==> src/rtl/uitx_pkg.sv <==
// Shared types, codes and constants of the UART interrupt transfer engine.
package uitx_pkg;

    localparam int LENGTH_BITS_DEF = 16;

    localparam int CFG_IDX_W = 3;
    localparam logic [CFG_IDX_W-1:0] CFG_NINE_BIT  = 3'd0;
    localparam logic [CFG_IDX_W-1:0] CFG_PARITY    = 3'd1;
    localparam logic [CFG_IDX_W-1:0] CFG_CTS       = 3'd2;
    localparam logic [CFG_IDX_W-1:0] CFG_CTS_IRQ   = 3'd3;
    localparam logic [CFG_IDX_W-1:0] CFG_IDLE_IRQ  = 3'd4;
    localparam logic [CFG_IDX_W-1:0] CFG_ERROR_IRQ = 3'd5;

    localparam logic [1:0] CMD_START_TX = 2'd0;
    localparam logic [1:0] CMD_START_RX = 2'd1;
    localparam logic [1:0] CMD_SERVICE  = 2'd2;

    localparam logic [1:0] KIND_START    = 2'd0;
    localparam logic [1:0] KIND_TX_WRITE = 2'd1;
    localparam logic [1:0] KIND_RX_STORE = 2'd2;
    localparam logic [1:0] KIND_EVENT    = 2'd3;

    localparam logic [2:0] EV_TX_DONE = 3'd0;
    localparam logic [2:0] EV_RX_DONE = 3'd1;
    localparam logic [2:0] EV_CTS     = 3'd2;
    localparam logic [2:0] EV_IDLE    = 3'd3;
    localparam logic [2:0] EV_OVERRUN = 3'd4;
    localparam logic [2:0] EV_FRAMING = 3'd5;
    localparam logic [2:0] EV_NOISE   = 3'd6;

    localparam logic [8:0] MASK9 = 9'h1FF;
    localparam logic [8:0] MASK8 = 9'h0FF;
    localparam logic [8:0] MASK7 = 9'h07F;

    // result slots, in emission order
    localparam int NSLOT  = 11;
    localparam int SLOT_W = $clog2(NSLOT);
    localparam logic [SLOT_W-1:0] SLOT_START    = 4'd0;
    localparam logic [SLOT_W-1:0] SLOT_TX_DONE  = 4'd1;
    localparam logic [SLOT_W-1:0] SLOT_TX_WRITE = 4'd2;
    localparam logic [SLOT_W-1:0] SLOT_RX_STORE = 4'd3;
    localparam logic [SLOT_W-1:0] SLOT_RX_DONE  = 4'd4;
    localparam logic [SLOT_W-1:0] SLOT_CTS      = 4'd5;
    localparam logic [SLOT_W-1:0] SLOT_IDLE     = 4'd6;
    localparam logic [SLOT_W-1:0] SLOT_ORE_RX   = 4'd7;
    localparam logic [SLOT_W-1:0] SLOT_FRAMING  = 4'd8;
    localparam logic [SLOT_W-1:0] SLOT_NOISE    = 4'd9;
    localparam logic [SLOT_W-1:0] SLOT_ORE_ERR  = 4'd10;

    typedef struct packed {
        logic [1:0]  command;
        logic [15:0] length;
        logic [15:0] tx_word;
        logic [8:0]  rx_data;
        logic        flag_tc;
        logic        flag_txe;
        logic        flag_rxne;
        logic        flag_cts;
        logic        flag_idle;
        logic        flag_overrun;
        logic        flag_framing;
        logic        flag_noise;
    } t_in_item;

    typedef struct packed {
        logic [1:0]  kind;
        logic [8:0]  value;
        logic [15:0] buffer_offset;
        logic [1:0]  byte_count;
        logic [2:0]  event_code;
        logic        was_busy;
        logic        last;
    } t_out_item;

    typedef struct packed {
        logic [CFG_IDX_W-1:0] index;
        logic                 value;
    } t_cfg_item;

    typedef struct packed {
        logic [NSLOT-1:0] pend;
        logic [8:0]       tx_value;
        logic [15:0]      tx_offset;
        logic [8:0]       rx_value;
        logic [15:0]      rx_offset;
        logic [1:0]       step;
        logic             was_busy;
    } t_res_set;

endpackage

==> src/rtl/uitx_stream_if.sv <==
// Valid/ready channel carrying one item payload.
interface uitx_stream_if #(
    parameter type t_payload = logic
);
    logic     valid;
    logic     ready;
    t_payload data;

    modport source (output valid, output data, input ready);
    modport sink   (input valid, input data, output ready);
endinterface

==> src/rtl/uitx_drain.sv <==
// Result drain: holds the results of one item and sends them one per cycle while the output is ready.
module uitx_drain (
    input  logic              i_clk,
    input  logic              i_rst_n,
    input  logic              i_load,
    input  uitx_pkg::t_res_set i_set,
    output logic              o_free,
    uitx_stream_if.source     o_out
);
    import uitx_pkg::*;

    logic [NSLOT-1:0] r_pend;
    logic [NSLOT-1:0] n_pend;
    t_res_set         r_set;
    logic [NSLOT-1:0] w_first;
    logic [SLOT_W-1:0] w_idx;
    logic             w_last;
    logic             w_take;
    t_out_item        w_item;

    assign w_first = r_pend & (~r_pend + NSLOT'(1));
    assign w_last  = (r_pend & (r_pend - NSLOT'(1))) == '0;
    assign w_take  = o_out.valid && o_out.ready;
    assign o_free  = (r_pend == '0) || (w_take && w_last);

    always_comb begin
        w_idx = '0;
        for (int i = NSLOT - 1; i >= 0; i--) begin
            if (r_pend[i]) begin
                w_idx = SLOT_W'(i);
            end
        end
    end

    always_comb begin
        w_item      = '0;
        w_item.kind = KIND_EVENT;
        w_item.last = w_last;
        case (w_idx)
            SLOT_START: begin
                w_item.kind     = KIND_START;
                w_item.was_busy = r_set.was_busy;
            end
            SLOT_TX_WRITE: begin
                w_item.kind          = KIND_TX_WRITE;
                w_item.value         = r_set.tx_value;
                w_item.buffer_offset = r_set.tx_offset;
                w_item.byte_count    = r_set.step;
            end
            SLOT_RX_STORE: begin
                w_item.kind          = KIND_RX_STORE;
                w_item.value         = r_set.rx_value;
                w_item.buffer_offset = r_set.rx_offset;
                w_item.byte_count    = r_set.step;
            end
            SLOT_TX_DONE:  w_item.event_code = EV_TX_DONE;
            SLOT_RX_DONE:  w_item.event_code = EV_RX_DONE;
            SLOT_CTS:      w_item.event_code = EV_CTS;
            SLOT_IDLE:     w_item.event_code = EV_IDLE;
            SLOT_ORE_RX:   w_item.event_code = EV_OVERRUN;
            SLOT_FRAMING:  w_item.event_code = EV_FRAMING;
            SLOT_NOISE:    w_item.event_code = EV_NOISE;
            SLOT_ORE_ERR:  w_item.event_code = EV_OVERRUN;
            default:       w_item.event_code = EV_TX_DONE;
        endcase
    end

    assign o_out.valid = r_pend != '0;
    assign o_out.data  = w_item;

    always_comb begin
        n_pend = r_pend;
        if (w_take) begin
            n_pend = r_pend & ~w_first;
        end
        if (i_load) begin
            n_pend = i_set.pend;
        end
    end

    always_ff @(posedge i_clk) begin
        if (!i_rst_n) begin
            r_pend <= '0;
        end else begin
            r_pend <= n_pend;
        end
    end

    always_ff @(posedge i_clk) begin
        if (i_load) begin
            r_set <= i_set;
        end
    end

endmodule

==> src/flat_wrapper.sv <==
// flat-port wrapper written by rule: the top's interface ports become plain ports
module uitx_drain_flat import uitx_pkg::*;
  (i_clk, i_rst_n, i_load, i_set, o_free, o_out_valid, o_out_data, o_out_ready);
  uitx_stream_if o_out_i ();
  input  logic i_clk;
  input  logic i_rst_n;
  input  logic i_load;
  input  uitx_pkg::t_res_set i_set;
  output logic o_free;
  output wire logic [$bits(o_out_i.valid)-1:0] o_out_valid;
  output wire logic [$bits(o_out_i.data)-1:0] o_out_data;
  input wire logic [$bits(o_out_i.ready)-1:0] o_out_ready;
  assign o_out_valid = o_out_i.valid;
  assign o_out_data = o_out_i.data;
  assign o_out_i.ready = o_out_ready;
  uitx_drain u_core (.i_clk(i_clk), .i_rst_n(i_rst_n), .i_load(i_load), .i_set(i_set), .o_free(o_free), .o_out(o_out_i));
endmodule
==> config.mk <==
export PLATFORM = sky130hd
export DESIGN_NAME = uitx_drain_flat
export DESIGN_NICKNAME = d
export VERILOG_FILES = /design/src/rtl/uitx_pkg.sv /design/src/rtl/uitx_stream_if.sv /design/src/rtl/uitx_drain.sv /design/src/flat_wrapper.sv
export SDC_FILE = /design/constraint.sdc
export NUM_CORES = 1
export LEC_CHECK = 0
export ABC_CLOCK_PERIOD_IN_PS = 2100
export BUFFER_PORTS_ARGS = -buffer_cell sky130_fd_sc_hd__buf_2
export CAP_MARGIN = 10
export CORE_MARGIN = 2
export CORE_UTILIZATION = 34
export CTS_BUF_LIST = sky130_fd_sc_hd__clkbuf_4
export DETAILED_ROUTE_END_ITERATION = 8
export PLACE_DENSITY_LB_ADDON = 0.15
export SYNTH_ARGS = -nofsm -noshare
export SYNTH_HDL_FRONTEND = slang
export SYNTH_SLANG_ARGS = --single-unit
==> constraint.sdc <==
create_clock -name i_clk -period 2.1 [get_ports i_clk]
set_input_delay 0.21 -clock i_clk [delete_from_list [all_inputs] [get_ports i_clk]]
set_output_delay 0.21 -clock i_clk [all_outputs]
set_load 0.005 [all_outputs]
# After elaboration in Yosys (flattened, before gate mapping)
# Index checks and enable logic that the tools add are counted.
[totals]
output_inout_bits = 3
inputBits = 68
regBits = 11
elab_cells = 17
[classes]
mux = 2
reduce_logical = 7
n_bitwise = 5
addsub = 2
[op_table]
columns = ["cell", "count"]
rows = [
  ["11-bit AND", 3],
  ["11-bit zero test", 2],
  ["11-bit two-way mux", 2],
  ["11-bit inverter", 2],
  ["11-bit by 1-bit adder with 11-bit output (second input constant)", 1],
  ["11-bit nonzero test", 1],
  ["11-bit by 1-bit subtractor with 11-bit output (second input constant)", 1],
  ["1-bit logical AND", 2],
  ["2-bit nonzero test", 1],
  ["1-bit logical OR", 1],
]

# Longest topological paths before layout
# Gate-level depths: netlist of run 1.
[logic_depth]
word_depth = 7
mapped_depth = 5
depth_no_buf = 4

# Least setup slack after synthesis of run 1
# Ideal clock, no wire load.
[synth_path]
kind = "register to output"
from = "register u_core.r_pend[0]"
to = "output port o_free"
arrival_time_ps = 1653
slack_ps = 237
stages_incl_launch_ff = 6
required_ps = 1890
path_buffers = 1
cell_sequence = "dfxtp_1 -> buf_6 -> or4_4 -> a2111oi_0 -> o22ai_1 -> o211ai_1"
[synth_between]
elab_chain_len = 5
word_cells_on_any_way = 8
classes_between = "add/sub (1); bitwise (1); reduce/logical (6)"
[synth_lines]
columns = ["item", "line_no", "source"]
rows = [
  ["start, declared", "uitx_drain.sv:12", "logic [NSLOT-1:0] r_pend;"],
  ["start signal, assigned", "uitx_drain.sv:85", "r_pend <= n_pend;"],
  ["11-bit by 1-bit subtractor with 11-bit output", "uitx_drain.sv:22", "assign w_last = (r_pend & (r_pend - NSLOT'(1))) == '0;"],
  ["11-bit AND", "uitx_drain.sv:22", ""],
  ["11-bit zero test", "uitx_drain.sv:22", ""],
  ["1-bit logical AND", "uitx_drain.sv:24", "assign o_free = (r_pend == '0) || (w_take && w_last);"],
  ["1-bit logical OR *", "uitx_drain.sv:24", ""],
  ["end, declared", "flat_wrapper.sv:9", "output logic o_free;"],
]
# Every way passes the cells marked *; elsewhere a longest branch is shown, timed or not.

# Worst setup path after layout of run 1
[layout_path]
from = "register u_core.r_pend[1]"
to = "output port o_free"
# The elaborated chain is that of the path after synthesis.

==> run_results.csv, run 1 <==
group,metric,value,unit
critical_path,cp_max_fo,2,
die,die_w,47.0,µm
critical_path,reg2reg_to,"u_core.r_pend[8]$_SDFFE_PN0P_",
final_layout,drive_gt1_share,44.4,%
synth,synth_compound_gate_area_share,30.5,%
clock_network,cts-htree-levels,1,
synth,synthSimpleGateAreaFrac,26.9,%
drt,routed_wl,1.61,mm
pwr,seqPwrFrac,42.8,%
critical_path,r2r_cells,5,
synth,synth_xor_area_share,0,%
die,coreArea,1730,µm²
outcome,status,"finished clean",
timing,rsz0062_at_grt,"yes",
synth,ys_types,31,
final_layout,final_nets,168,
synth,avgSynthCellArea,8.37,µm²
clock_network,ctsHoldBuffers,0,
drt,drt_iter0_markers,3,
grt,grt_pass1_vias,564,
clock_network,numCtsBuffers,3,
pwr,swShare,30.2,%
timing,fmax,0.494,GHz
timing,hold_viol_final,0,
critical_path,endpoint_kind,"output port",
clock_network,clk_pin_slew_worst_paths,0.08,ns
place,dpl.hpwl,1.08,mm
pwr,total_power,0.000554,W
clock_network,root_buffer,"clkbuf_4",
synth,syn-num-nets,143,
synth,synth_seq_cells,11,
pwr,ir_worst_vdd,281,µV
synth,synthCells,75,
clock_network,cts_tree,"yes",
drt,viasPerCell,5.17,
critical_path,endpoint,"o_free",
place,placed_cell_area,756,µm²
final_layout,largest_register_ff_count,11,
timing,period_minus_slack,2.02,ns
pwr,p_switching,0.000168,W
pwr,internal_power,0.000387,W
critical_path,critPathKind,"register to output port",
drt,dr.pass1.iters,4,
drt,vias,641,
pwr,power_frac_comb,27.6,%
timing,setup_viol,0,
timing,finalCritPeriodShare,96.3,%
drt,post-route-drc-count,0,
critical_path,worstPathArrival,1.81,ns
final_layout,regMostFlops,"u_core.r_pend",
drt,wl_per_cell,13.0,µm
final_layout,n_antenna_cell,0,
synth,yosys_warnings,0,
die,die_h,47.0,µm
clock_network,cts.sinks,11,
flow_run,drv_cap,0,
synth,yosys.area.top_type,"dfxtp_1",
pwr,power_density,651,nW/µm²
synth,yosys-top-cells-area,"dfxtp_1 (35%), nand3_1 (7.2%), nand2_1 (5.4%), a21boi_0 (4.8%), o211ai_1 (3.6%)",
critical_path,crit_path_start,"u_core.r_pend[1]$_SDFFE_PN0P_",
timing,worst_pin_slew,0.345,ns
grt,overflow,0,
synth,synth_top_family_by_area,"compound AO/OA/AOI/OAI gates",
drt,ant_nets,0,
place,gp_congestion,0.772,
timing,final.setup_skew,0.00746,ns
die,io_pins,71,
grt,grt_max_degree,17,
clock_network,clockBufferDepth,2,
die,core.rowCount,15,
pwr,clkPwrFrac,29.6,%
synth,ys_seq_area_share,35.1,%
timing,fin_setup_tns,0,ns
die,start_util,36.4,%
grt,antenna_found_initial,0,
final_layout,top_regs,"u_core.r_pend x11",
synth,synth.area.mux_share,1.79,%
clock_network,clock_latency,0.27,ns
die,die_area,2210,µm²
final_layout,design_area,852,µm²
pwr,power_leakage,0.361,nW
hold_path,hold_path.class,"input port to register",
critical_path,ff2ff_setup_slack,0.25,ns
place,io_buffer_count,17,
synth,syn-cell-area,628,µm²
grt,track_usage,16.7,%
final_layout,area_growth,35.7,%
synth,synth_fa_ha_area_share,1.59,%
critical_path,reg2reg_from,"u_core.r_pend[1]$_SDFFE_PN0P_",
timing,slew-limit-headroom,76.9,%
final_layout,final_util,49.3,%
critical_path,critPathRequiredTime,1.89,ns
critical_path,critPathLaunchType,"register",
timing,holdWs,0.153,ns
grt,grt_pass1_wl,2.50,mm
timing,maxSlewViolCount,0,
synth,yosysTopAreaCellShare,35.1,%
-- synthesized netlist by cell type, drive strengths merged --
cell type and n:
o2111ai 2, nand3 9, buf 1, nor2 4, nor3 3, a31o 1, o211ai 3, inv 1
o311ai 1, a21oi 3, mux2 1, nand2 9, dfxtp 11, a41o 2, o22ai 1, nor4 2
a211o 3, clkbuf 2, a2111oi 1, nand4 2, clkinv 1, a21boi 5, and3 1, or2 1
o21ai 2, maj3 1, or4 2
-- power by group through the flow --
stage	combinational (W)	sequential (W)	clock, W
final	0.000153	0.000237	0.000164
after global routing	0.000169	0.000239	0.000185
after CTS	0.000140	0.000236	0.000168
after detailed placement	0.000128	0.000238	0
after global placement	0.000127	0.000238	0
after floorplan	0.0000816	0.000236	0
-- layout make-up --
type | instances | area (µm²)
clock buffer | 4 | 30.0
sequential | 11 | 223
tap | 25 | 31.3
fill | 187 | 875
inverter | 2 | 7.51
multi-input combinational | 59 | 427
timing repair buffer | 23 | 134
-- kinds of logic after synthesis --
logic type	count (synthesis)
compound gates	24
flops	11
buf+inv	5
simple gates	33
mux	1
fa+ha+maj	1
-- worst max-delay path: stages, from the launching register on --
cell and delay, ns:
dfxtp_2 0.32, or4_4 0.56, a2111oi_4 0.22, o22ai_2 0.15, o211ai_1 0.16, buf_2 0.13
-- through the flow --
step	std cells	worst slack, ns
after global placement	118	0.212
final	124	0.0772
after global routing	124	-0.0158
after floorplan	75	0.237
after detailed placement	118	0.175
after CTS	122	0.00946
-- worst min-delay path by stage --
| stage | to | cells past startpoint | slack, ns | start |
|---|---|---|---|---|
| final | u_core.r_pend[10]$_SDFFE_PN0P_ | 3 | 0.15 | i_set[63] |
| after global routing | u_core.r_pend[8]$_SDFFE_PN0P_ | 3 | 0.14 | i_set[61] |
| after CTS | u_core.r_pend[10]$_SDFFE_PN0P_ | 3 | 0.15 | i_set[63] |
| after detailed placement | u_core.r_pend[10]$_SDFFE_PN0P_ | 3 | 0.44 | i_set[63] |
| after global placement | u_core.r_pend[8]$_SDFFE_PN0P_ | 3 | 0.44 | i_set[61] |
| after floorplan | u_core.r_pend[8]$_SDFFE_PN0P_ | 2 | 0.35 | i_set[61] |
-- placed cells by master, fill, tap and decap left out, types with 2 or more instances in the layout --
master,count
nor3_1,2
buf_2,17
nand4_1,2
a211o_2,2
o21ai_0,2
dfxtp_1,9
nand3_1,8
nand2_1,9
clkbuf_4,4
o211ai_1,3
dfxtp_2,2
a21boi_0,4
a21oi_1,2
or4_4,2
nor2_1,4
buf_4,5
-- layer usage --
layer	part of all wire (%)	track usage, %
met1	48	22.9
met5	0	0
met3	4.3	4.62
met2	47	23.0
met4	0.81	10.0
-- repair_timing --
item | CTS | global route
pin swaps | 1 | 4
setup endpoints to repair | 2 | 2
buffers inserted | 0 | 2
resized for setup | 6 | 5
Power figures use the tool's default switching activity.
==> inputs of run 2 (changes only) <==
Settings changed: CAP_MARGIN 10 to 40, CELL_PAD_IN_SITES_DETAIL_PLACEMENT set to 0, CELL_PAD_IN_SITES_GLOBAL_PLACEMENT set to 1, CORE_MARGIN 2 to unset, CORE_UTILIZATION 34 to 21.
==> run 2 against run 1 <==
Net effect: the flow now finishes with violations (design-rule violations); clock power shrank 4%; sequential share of layout area is 0.22 points lower; utilization decreased by 19 points; power fell by 1.8%; critical path depth is the same; cell count rose by 5.6%; non-clock buffer count rose by 1; first-iteration DRC count rose to 9.7 times the previous value; largest power group unchanged; highest routed layer unchanged.
==> run_results.csv, run 2 (synthesized netlist as in run 1, its figures left out) <==
group,metric,value,unit
outcome,status,"finished with violations",
outcome,violations,"design-rule violations",
grt,antenna_found_initial,0,
drt,drt_iter0_markers,29,
final_layout,top_regs,"u_core.r_pend x11",
pwr,ir_worst_vdd,213,µV
timing,fmax,0.488,GHz
die,die_h,56.7,µm
clock_network,root_buffer,"clkbuf_4",
critical_path,critPathRequiredTime,1.89,ns
clock_network,cts.sinks,11,
drt,post-route-drc-count,2,
pwr,total_power,0.000545,W
critical_path,cp_slowest_stage_delay,0.57,ns
timing,worst_pin_slew,0.405,ns
die,die_w,56.7,µm
critical_path,critPathSlowestCell,"or4_4",
grt,track_usage,11.2,%
pwr,seqPwrFrac,43.1,%
drt,wl_per_cell,12.6,µm
die,die_area,3210,µm²
clock_network,cts-htree-levels,1,
pwr,clkPwrFrac,28.9,%
drt,routed_wl,1.65,mm
grt,grt_busiest_layer,"met2",
critical_path,ff2ff_setup_slack,0.36,ns
drt,dr.pass1.iters,6,
die,io_pins,71,
place,gp_congestion,0.704,
hold_path,hold_path.class,"input port to register",
pwr,p_switching,0.000159,W
grt,grt_max_degree,17,
final_layout,regMostFlops,"u_core.r_pend",
hold_path,hold_start,"i_set[56]",
timing,final.setup_skew,0.00149,ns
pwr,swShare,29.2,%
critical_path,critPathKind,"register to output port",
clock_network,ctsHoldBuffers,0,
pwr,power_frac_comb,28.0,%
clock_network,clk_pin_slew_worst_paths,0.07,ns
clock_network,clock_latency,0.27,ns
place,place_inst,124,
critical_path,endpoint_kind,"output port",
die,start_util,22.4,%
grt,grtUsageMet2,15.6,%
timing,period_minus_slack,2.05,ns
clock_network,cts_tree,"yes",
grt,grtUsageMet3,3.00,%
final_layout,final_cells,131,
final_layout,area_growth,36.1,%
timing,holdWs,0.163,ns
die,core.rowCount,19,
grt,grt_pass1_wl,2.73,mm
final_layout,n_antenna_cell,0,
place,placed_cell_area,763,µm²
timing,finalCritPeriodShare,97.6,%
critical_path,worstPathArrival,1.84,ns
grt,met1_usage,15.2,%
critical_path,cp_cell_sequence,"or4_4 > a2111oi_4 > o22ai_2 > o211ai_1 > buf_2",
final_layout,largest_register_ff_count,11,
timing,hold_viol_final,0,
flow_run,drv_cap,0,
critical_path,reg2reg_from,"u_core.r_pend[2]$_SDFFE_PN0P_",
timing,slew-limit-headroom,72.7,%
final_layout,layout_common_cells,"buf_2 (17), dfxtp_1 (10), nand3_1 (9), nand2_1 (9), buf_4 (7)",
drt,ant_nets,0,
pwr,power_density,637,nW/µm²
final_layout,final_nets,169,
place,io_buffer_count,17,
drt,viasPerCell,5.04,
clock_network,numCtsBuffers,3,
timing,setup_viol,0,
timing,rsz0062_at_grt,"yes",
drt,vias,660,
final_layout,final_util,30.5,%
critical_path,cp_max_fo,4,
pwr,power_leakage,0.363,nW
critical_path,crit_path_start,"u_core.r_pend[2]$_SDFFE_PN0P_",
grt,overflow,0,
pwr,internal_power,0.000386,W
final_layout,drive_gt1_share,43.0,%
critical_path,critPathLaunchType,"register",
grt,grt_pass1_vias,588,
final_layout,layout_commonest_cell,"buf_2",
timing,maxSlewViolCount,0,
final_layout,design_area,855,µm²
die,coreArea,2810,µm²
clock_network,clockBufferDepth,2,
[run 2: area by class of cell]
class,count,area [µm²]
tap,31,38.8
fill,340,1950
clock buffer,4,30.0
timing repair buffer,24,138
sequential,11,221
inverter,2,7.51
multi-input combinational,59,419
[run 2: path summary, 6_finish.rpt]
check,to,cells past startpoint
max,o_free,5
min,u_core.r_pend[3]$_SDFFE_PN0P_,3
max reg2reg,u_core.r_pend[8]$_SDFFE_PN0P_,4
min reg2reg,u_core.r_pend[8]$_SDFFE_PN0P_,2
[run 2: power groups by stage]
stage,logic [W],clock network (W),registers (W)
after floorplan,0.0000816,0,0.000236
after global placement,0.000129,0,0.000237
after detailed placement,0.000129,0,0.000237
after CTS,0.000143,0.000167,0.000234
after global routing,0.000170,0.000180,0.000237
final,0.000152,0.000157,0.000235
[run 2: what timing repair did]
item / CTS / global route
gates resized for setup: 4 / 4
buffers inserted: 1 / 2
gates cloned: 0 / 0
pin swaps: 3 / 0
endpoints found under the setup margin: 2 / 2
[run 2: routing by layer]
| layer | up-vias | part of all wire (%) |
|---|---|---|
| met4 | 0 | 1.8 |
| met2 | 13 | 43 |
| met1 | 299 | 51 |
| li1 | 344 | - |
| met5 | - | 0 |
| met3 | 4 | 4.1 |
[run 2: through the flow]
stage          setup slack (ns)  TNS, ns
2_1_floorplan             0.237        0
3_3_place_gp              0.117        0
3_5_place_dp             0.0823        0
4_1_cts                  0.0370        0
5_1_grt                 -0.0389  -0.0389
6_report                 0.0497        0
[run 2: critical path: cells and delay by family (launching register included)]
kind	cells	cell delay (ns)
AO/OA/AOI/OAI	3	0.54
buffers and inverters	1	0.14
flip-flops	1	0.32
AND/OR/NAND/NOR	1	0.57
==> inputs of run 3 (changes only) <==
Settings changed: PLACE_DENSITY_LB_ADDON 0.15 to 0.1.
==> run 3 against run 2 <==
Net effect: the run still ends with design-rule violations left; sequential power is essentially flat; clock power is essentially flat; cell count shrank 0.76%; critical path depth is the same; via count is the same; critical endpoint unchanged; largest cell class unchanged.
==> run_results.csv, run 3 (synthesized netlist as in run 1, its figures left out) <==
group,metric,value,unit
critical_path,endpoint,"o_free",
clock_network,clk_pin_slew_worst_paths,0.07,ns
timing,worst_pin_slew,0.377,ns
drt,post-route-drc-count,2,
timing,final.setup_skew,0.00328,ns
timing,maxSlewViolCount,0,
clock_network,root_buffer,"clkbuf_4",
drt,wl_per_cell,12.8,µm
place,gp_congestion,0.665,
drt,vias,660,
die,start_util,22.4,%
timing,holdWs,0.164,ns
timing,fmax,0.497,GHz
final_layout,top_regs,"u_core.r_pend x11",
critical_path,critPathLaunchType,"register",
final_layout,layout_common_cells,"buf_2 (17), dfxtp_1 (11), nand2_1 (9)",
drt,dr.pass1.iters,6,
outcome,status,"finished with violations",
pwr,total_power,0.000543,W
die,io_pins,71,
final_layout,fill_cells,323,
clock_network,cts.sinks,11,
grt,grt_pass1_vias,642,
final_layout,regMostFlops,"u_core.r_pend",
timing,period_minus_slack,2.01,ns
pwr,power_leakage,0.359,nW
final_layout,final_nets,168,
flow_run,drv_cap,0,
grt,grt_pass1_wl,2.86,mm
final_layout,final_util,30.3,%
final_layout,n_antenna_cell,0,
critical_path,reg2reg_to,"u_core.r_pend[8]$_SDFFE_PN0P_",
grt,antenna_found_initial,0,
critical_path,critPathKind,"register to output port",
outcome,violations,"design-rule violations",
place,place_inst,124,
timing,setup_viol,0,
grt,track_usage,11.7,%
grt,grt_max_degree,17,
drt,viasPerCell,5.08,
timing,hold_viol_final,0,
final_layout,drive_gt1_share,41.4,%
die,coreArea,2810,µm²
die,core.rowCount,19,
critical_path,critPathRequiredTime,1.89,ns
pwr,power_density,639,nW/µm²
timing,finalCritPeriodShare,95.7,%
critical_path,endpoint_kind,"output port",
die,die_h,56.7,µm
final_layout,final_cells,130,
clock_network,cts-htree-levels,1,
critical_path,worstPathArrival,1.80,ns
place,io_buffer_count,17,
clock_network,cts_tree,"yes",
hold_path,hold_path.class,"input port to register",
critical_path,cp_max_fo,3,
critical_path,ff2ff_setup_slack,0.23,ns
pwr,ir_worst_vdd,256,µV
clock_network,numCtsBuffers,3,
die,die_w,56.7,µm
final_layout,layout_commonest_cell,"buf_2",
timing,slew-limit-headroom,74.7,%
grt,overflow,0,
final_layout,largest_register_ff_count,11,
place,dpl.hpwl,1.19,mm
drt,routed_wl,1.67,mm
clock_network,clock_latency,0.27,ns
drt,drt_iter0_markers,18,
critical_path,reg2reg_from,"u_core.r_pend[2]$_SDFFE_PN0P_",
final_layout,area_growth,35.3,%
critical_path,r2r_cells,5,
clock_network,clockBufferDepth,2,
critical_path,crit_path_start,"u_core.r_pend[2]$_SDFFE_PN0P_",
die,die_area,3210,µm²
drt,ant_nets,0,
clock_network,ctsHoldBuffers,0,
run 3: cell types whose count changed in the layout (fill, tap and decap cells not counted), sizes merged:
cell and change:
buf -1
run 3: area by class of cell:
cell class	instances	area [µm²]	share of cell area, %
Inverter	2	7.51	0.884
Clock buffer	4	30.0	3.53
Multi-Input combinational cell	59	423	49.8
Tap cell	31	38.8	4.57
Timing Repair Buffer	23	130	15.3
Sequential cell	11	220	25.9
run 3: worst max-delay path: stages (launching register included):
cell       delay [ns]
dfxtp_1          0.32
or4_4            0.57
a2111oi_4        0.21
o22ai_2          0.12
o211ai_1         0.18
buf_2            0.14
run 3: power by group:
part	total (W)	leakage, nW	switching (W)	internal (W)
clock network	0.000158	0.0184	0.0000718	0.0000864
logic	0.000150	0.249	0.0000739	0.0000760
registers	0.000235	0.0906	0.0000141	0.000220
run 3: timing repair:
| item | CTS | global route |
|---|---|---|
| buffers inserted | 1 | 1 |
| pin swaps | 3 | 0 |
| endpoints found under the setup margin | 2 | 2 |
| resized for setup | 4 | 3 |
run 3: routing by layer:
layer  vias to the layer above  share of wire [%]  global-route usage [%]
met5                         -                  0                       0
met4                         0                1.1                    6.43
met3                         2                3.9                    3.00
met2                        13                 43                    17.5
met1                       302                 52                    15.1
li1                        343                  -                       -
run 3: worst min-delay path by stage:
stage | from | endpoint | slack (ns) | depth (start not counted)
2_1_floorplan | i_set[61] | u_core.r_pend[8]$_SDFFE_PN0P_ | 0.35 | 2
3_3_place_gp | i_set[61] | u_core.r_pend[8]$_SDFFE_PN0P_ | 0.43 | 3
3_5_place_dp | i_set[61] | u_core.r_pend[8]$_SDFFE_PN0P_ | 0.44 | 3
4_1_cts | i_set[61] | u_core.r_pend[8]$_SDFFE_PN0P_ | 0.16 | 3
5_1_grt | i_set[61] | u_core.r_pend[8]$_SDFFE_PN0P_ | 0.17 | 3
6_report | i_set[61] | u_core.r_pend[8]$_SDFFE_PN0P_ | 0.16 | 3
run 3: per-stage QoR:
step	setup WS [ns]	TNS [ns]	instance area (µm²)
6_report	0.0898	0	850
5_1_grt	-0.0135	-0.0135	850
4_1_cts	0.0352	0	826
3_5_place_dp	0.0975	0	763
3_3_place_gp	0.107	0	763
2_1_floorplan	0.237	0	628
